$ cat src/rtl/gfs_pkg.sv
package gfs_pkg;

  localparam int ID_W    = 32;
  localparam int TIME_W  = 32;
  localparam int LT_W    = 21;
  localparam int SENDS_W = 8;
  localparam int RAND_W  = 16;

  // results per tick
  localparam logic [4:0] MAX_RESULTS = 5'd16;
  // divisor of the backoff scaling
  localparam logic [16:0] RAND_DIV = 17'd65535;

  typedef enum logic [2:0] {
    EV_SENT       = 3'd0,
    EV_SUPPRESSED = 3'd1,
    EV_HELD       = 3'd2,
    EV_EXPIRED    = 3'd3,
    EV_DELIVER    = 3'd4,
    EV_DUPLICATE  = 3'd5,
    EV_FULL       = 3'd6,
    EV_DEAD       = 3'd7
  } event_t;

  typedef enum logic [1:0] {
    REQ_TICK    = 2'd0,
    REQ_LOCAL   = 2'd1,
    REQ_RECEIVE = 2'd2,
    REQ_NONE    = 2'd3
  } req_t;

  // configuration register indexes
  localparam logic [2:0] CFG_PERIOD   = 3'd0;
  localparam logic [2:0] CFG_MAX_BC   = 3'd1;
  localparam logic [2:0] CFG_PROB     = 3'd2;
  localparam logic [2:0] CFG_HOLD     = 3'd3;
  localparam logic [2:0] CFG_MAX_FB   = 3'd4;
  localparam logic [2:0] CFG_LIFETIME = 3'd5;

  // running search result handed from cell to cell
  typedef struct packed {
    logic                     has_best;
    logic [TIME_W-1:0]        age;
    logic [TIME_W-1:0]        ord;
    logic [ID_W-1:0]          id;
    logic signed [LT_W-1:0]   lt;
    logic [SENDS_W-1:0]       sends;
    logic                     is_local;
    logic                     match;
    logic                     has_free;
  } chain_t;

  // entry write broadcast to all cells
  typedef struct packed {
    logic                     en;
    logic                     valid;
    logic                     keep_order;
    logic [ID_W-1:0]          id;
    logic [TIME_W-1:0]        due;
    logic [TIME_W-1:0]        order;
    logic signed [LT_W-1:0]   lt;
    logic [SENDS_W-1:0]       sends;
    logic                     is_local;
  } wr_t;

endpackage

$ cat src/rtl/gfs_cell.sv
module gfs_cell import gfs_pkg::*; #(
  parameter int IW  = 4,
  parameter int IDX = 0
) (
  input  logic                clk,
  input  logic                rst,
  input  wr_t                 wr,
  input  logic [IW-1:0]       wr_idx,
  input  logic [TIME_W-1:0]   now,
  input  logic [TIME_W-1:0]   icnt,
  input  logic [ID_W-1:0]     qid,
  input  chain_t              prev,
  input  logic [IW-1:0]       prev_best_idx,
  input  logic [IW-1:0]       prev_free_idx,
  output chain_t              next,
  output logic [IW-1:0]       next_best_idx,
  output logic [IW-1:0]       next_free_idx
);

  logic                   valid;
  logic [ID_W-1:0]        id;
  logic [TIME_W-1:0]      due;
  logic [TIME_W-1:0]      order;
  logic signed [LT_W-1:0] lt;
  logic [SENDS_W-1:0]     sends;
  logic                   is_local;

  logic [TIME_W-1:0] age;
  logic [TIME_W-1:0] ord;
  logic              better;
  logic              take_free;
  logic              hit;

  chain_t            next_c;
  logic [IW-1:0]     best_idx_next;
  logic [IW-1:0]     free_idx_next;

  // entry storage, written by index
  always_ff @(posedge clk) begin
    if (rst) begin
      valid <= 1'b0;
    end else if (wr.en && wr_idx == IW'(IDX)) begin
      valid <= wr.valid;
    end
  end

  always_ff @(posedge clk) begin
    if (wr.en && wr_idx == IW'(IDX)) begin
      id       <= wr.id;
      due      <= wr.due;
      lt       <= wr.lt;
      sends    <= wr.sends;
      is_local <= wr.is_local;
      if (!wr.keep_order) begin
        order <= wr.order;
      end
    end
  end

  // compare against the running best: older due first, then older insertion
  always_comb begin
    age       = now - due;
    ord       = icnt - order;
    better    = valid && !age[TIME_W-1] &&
                (!prev.has_best || age > prev.age || (age == prev.age && ord > prev.ord));
    take_free = !prev.has_free && !valid;
    hit       = valid && id == qid;

    next_c        = prev;
    best_idx_next = prev_best_idx;
    free_idx_next = prev_free_idx;
    next_c.match  = prev.match | hit;
    if (better) begin
      next_c.has_best = 1'b1;
      next_c.age      = age;
      next_c.ord      = ord;
      next_c.id       = id;
      next_c.lt       = lt;
      next_c.sends    = sends;
      next_c.is_local = is_local;
      best_idx_next   = IW'(IDX);
    end
    if (take_free) begin
      next_c.has_free = 1'b1;
      free_idx_next   = IW'(IDX);
    end
  end

  always_ff @(posedge clk) begin
    next          <= next_c;
    next_best_idx <= best_idx_next;
    next_free_idx <= free_idx_next;
  end

endmodule

$ cat config.mk
export PLATFORM = sky130hd
export DESIGN_NAME = gfs_cell
export DESIGN_NICKNAME = d
export VERILOG_FILES = /design/src/rtl/gfs_pkg.sv /design/src/rtl/gfs_cell.sv
export SDC_FILE = /design/constraint.sdc
export NUM_CORES = 1
export LEC_CHECK = 0
export BUFFER_PORTS_ARGS = -buffer_cell sky130_fd_sc_hd__buf_2
export CAP_MARGIN = 40
export CORE_AREA = 3 3 196 198
export CTS_CLUSTER_DIAMETER = 80
export DETAILED_ROUTE_END_ITERATION = 16
export DIE_AREA = 0 0 199 201
export GPL_TIMING_DRIVEN = 1
export SLEW_MARGIN = 25
export SYNTH_ARGS = -nofsm -noshare
export SYNTH_HDL_FRONTEND = slang
export SYNTH_SLANG_ARGS = --single-unit
$ cat constraint.sdc
create_clock -name clk -period 7.7 [get_ports clk]
set_clock_uncertainty 0.2 [all_clocks]
set_input_delay 0.77 -clock clk [delete_from_list [all_inputs] [get_ports clk]]
set_output_delay 0.77 -clock clk [all_outputs]
set_load 0.01 [all_outputs]
==> results.toml <==
[status]
status = "finished clean"

[min_path]
hold_start = "rst"
hp-class = "input pin to flip-flop"
whs_path_depth = 2
worst_hold_path.endpoint = "valid"

[clock_tree]
clock_sinks = 264
cts-buffers-inserted = 29
clock_tree_from_tritoncts = "built"
clockBufferDepth = 3
maximum_level_of_the_cts_h_tree = 1
cts_post_setup_buffers_inserted = 0
cts-root-buf = "clkbuf_16"
insertion_delay_ns = 0.58
clk_pin_slew_worst_paths_ns = 0.06
postCtsHoldBufs = 0
ctsResizeCount = 0

[timing]
timing.final.crit_share = 0.828
final_max_slew_viol_count = 0
finalWorstSetupSlack_ns = 1.32
max_freq_mhz = 157
total_negative_slack_for_setup_checks_ns = 0
max_slew_margin = 0.473
post-route-min-period_ns = 6.38
finalHoldViolCount = 0
fin_hold_ws_ns = 0.146
worst_pin_slew_ns = 0.790
finalSetupViolations = 0
grt_setup_unrepaired = "false"

[placed_design]
final_estimated_routing_congestion_in_global_placement = 0.899
io_buf_count = 504
place.detailed.hpwl_mm = 35.9
dp_slack_ns = 0.699

[grt]
grt_overflow = 0
grt_start_max_net_pins = 52
first_global_vias = 11200
grt_use_total = 0.207
antenna_found_initial = 21
grt_pass1_wl_mm = 63.9

[route]
drt-wirelength-per-cell_um = 19.2
routed-via-count = 10900
route.antenna.remaining_nets = 0
drcViolationCount = 0
drt-total-wl_mm = 43.1
drt-initial-drc-count = 533
detail_route.vias_per_cell = 4.87
router_iterations_before_antenna_repair = 5

[synth]
async_set_or_reset_register_ratio_after_synthesis = 0
dominant_combinational_cell_family_by_area_after_synthesis = "multiplexers"
adder_cell_share_of_the_synthesized_area = 0.116
synth.lib_cells_used.distinct = 63
post_synth_and_or_nand_nor_area_fraction = 0.0719
synth.mux.area_fraction = 0.123
syn_inst = 1223
synth_compound_gate_area_share = 0.111
net_count_of_the_mapped_netlist = 1719
synth_seq_cells = 264
syn_area_mm2 = 0.0140
proportion_of_synthesized_chip_area_in_sequential_cells = 0.468
yosysWarnings = 0
synth_enable_flop_cells = 126
synth-xor-area-share = 0.0545
syn_area_per_cell_um2 = 11.4
dominantRegCellSynth = "dfxtp_1"

[worst_setup_path]
setup.reg_to_reg.worst_slack_ns = 1.35
r2r_start = "due[0]"
worst-path-max-fanout = 23
crit_type = "input pin to flip-flop"
worst-endpoint-required_ns = 7.95
crit_slowest_cell = "a221oi_1"
critical_path.endpoint_type = "flip-flop"
worst_r2r_path_depth = 23
arrival_ns = 6.63
critical_path.max_stage_delay_ns = 0.46
worst_setup_path_start_kind = "input pin"
r2r-end = "next[109]"

[power_and_ir_drop]
vdd_drop_max_uv = 175
cellPowerDensity_mw_per_mm2 = 195
leakage_nw = 8.75

[finish]
drive_gt1_frac = 0.392
layout.cells.most_common = "buf_2"
final_nets = 2234
synthToLayoutAreaGrowth_pct = 28.3
mostFrequentLayoutCells = "buf_2, inv_1, dfxtp_1"
filler_cell_count = 3402
fin_util = 0.489

[die]
die_w_um = 199
placeableCoreArea_mm2 = 0.0367
start_util = 0.381
rows = 70
dieArea_mm2 = 0.0400
dieHeight_um = 201
num_io_pins = 505

[flow_run]
max_cap_violations = 0
[final cells by class]
type	count	area, µm²	share of cell area
Timing Repair Buffer	512	2600	0.145
Inverter	147	552	0.0308
Antenna cell	16	40.0	0.00223
Clock buffer	34	744	0.0415
Tap cell	468	586	0.0326
Sequential cell	264	6550	0.365
Multi-Input combinational cell	784	6670	0.372
Clock inverter	20	198	0.0110
[registers in the layout (all words and copies together), names as in the netlist]
register	flops
sends	8
id	32
lt	21
next_best_idx	4
is_local	1
next	129
order	32
valid	1
due	32
next_free_idx	4
[routing by layer]
metal  global-route usage  vias up  share of wire  routed length [µm]
met1                0.256     5047           0.41               17800
met2                0.349      374           0.49               21100
li1                     -     5430              -                   -
met4               0.0710       12          0.027                1170
met5                    0        -         0.0016                  71
met3               0.0559       68          0.069                2990
[report_power, final]
part	internal [mW]	leakage [nW]	switching [mW]
Combinational	0.279	6.00	0.305
Clock	0.797	0.454	0.584
Sequential	1.52	2.30	0.0162
[cells by family (layout without fill, tap and decap cells)]
logic type | Yosys count | after routing
xor+xnor | 87 | 87
buf+inv | 175 | 713
fa+ha+maj | 128 | 128
simple gates | 201 | 201
compound gates | 242 | 242
other cells | 0 | 16
flops | 264 | 264
mux | 126 | 126
[cell usage after synthesis (8+ instances only)]
cell type,number,area share
inv_1,147,0.039
dfxtp_1,138,0.20
edfxtp_1,126,0.27
ha_1,126,0.11
mux2_4,82,0.088
a21oi_1,76,0.027
o21ai_0,52,0.019
xor2_1,52,0.033
nand2_1,47,0.013
nor2_1,43,0.012
mux2_2,41,0.033
xnor2_1,35,0.022
a21o_1,27,0.014
nand3_1,27,0.0097
nand4_1,23,0.010
nor2b_1,15,0.0067
clkbuf_1,11,0.0030
nor3_1,11,0.0039
a211oi_1,10,0.0054
nor4_1,10,0.0045
a31oi_1,9,0.0040
buf_8,9,0.0097
o21bai_1,8,0.0043
[per-stage QoR]
stage                     cell area, µm²  power, mW  instances
after global placement             16900       2.14       2172
after detailed placement           17000       2.15       2174
after floorplan                    14000       1.91       1223
after CTS                          17900       3.55       2228
final                              17900       3.50       2245
after global routing               17900       3.67       2243
[worst max path at each step]
stage / cells after the start / endpoint / from
after floorplan: 25 / next[100] / icnt[0]
after global placement: 23 / next[120] / now[0]
after detailed placement: 25 / next[109] / now[0]
after CTS: 22 / next[109] / order[10]
after global routing: 23 / next[109] / due[0]
final: 25 / next[109] / now[0]
[worst max-delay path: cells and delay by family]
| family | cells | cell delay [ns] |
|---|---|---|
| AO/OA/AOI/OAI | 11 | 2.78 |
| multiplexers | 1 | 0.31 |
| buffers and inverters | 6 | 0.87 |
| XOR/XNOR | 1 | 0.15 |
| adder cells (fa/ha/maj) | 3 | 0.90 |
| AND/OR/NAND/NOR | 3 | 0.84 |
(Power assumes the default switching activity.)
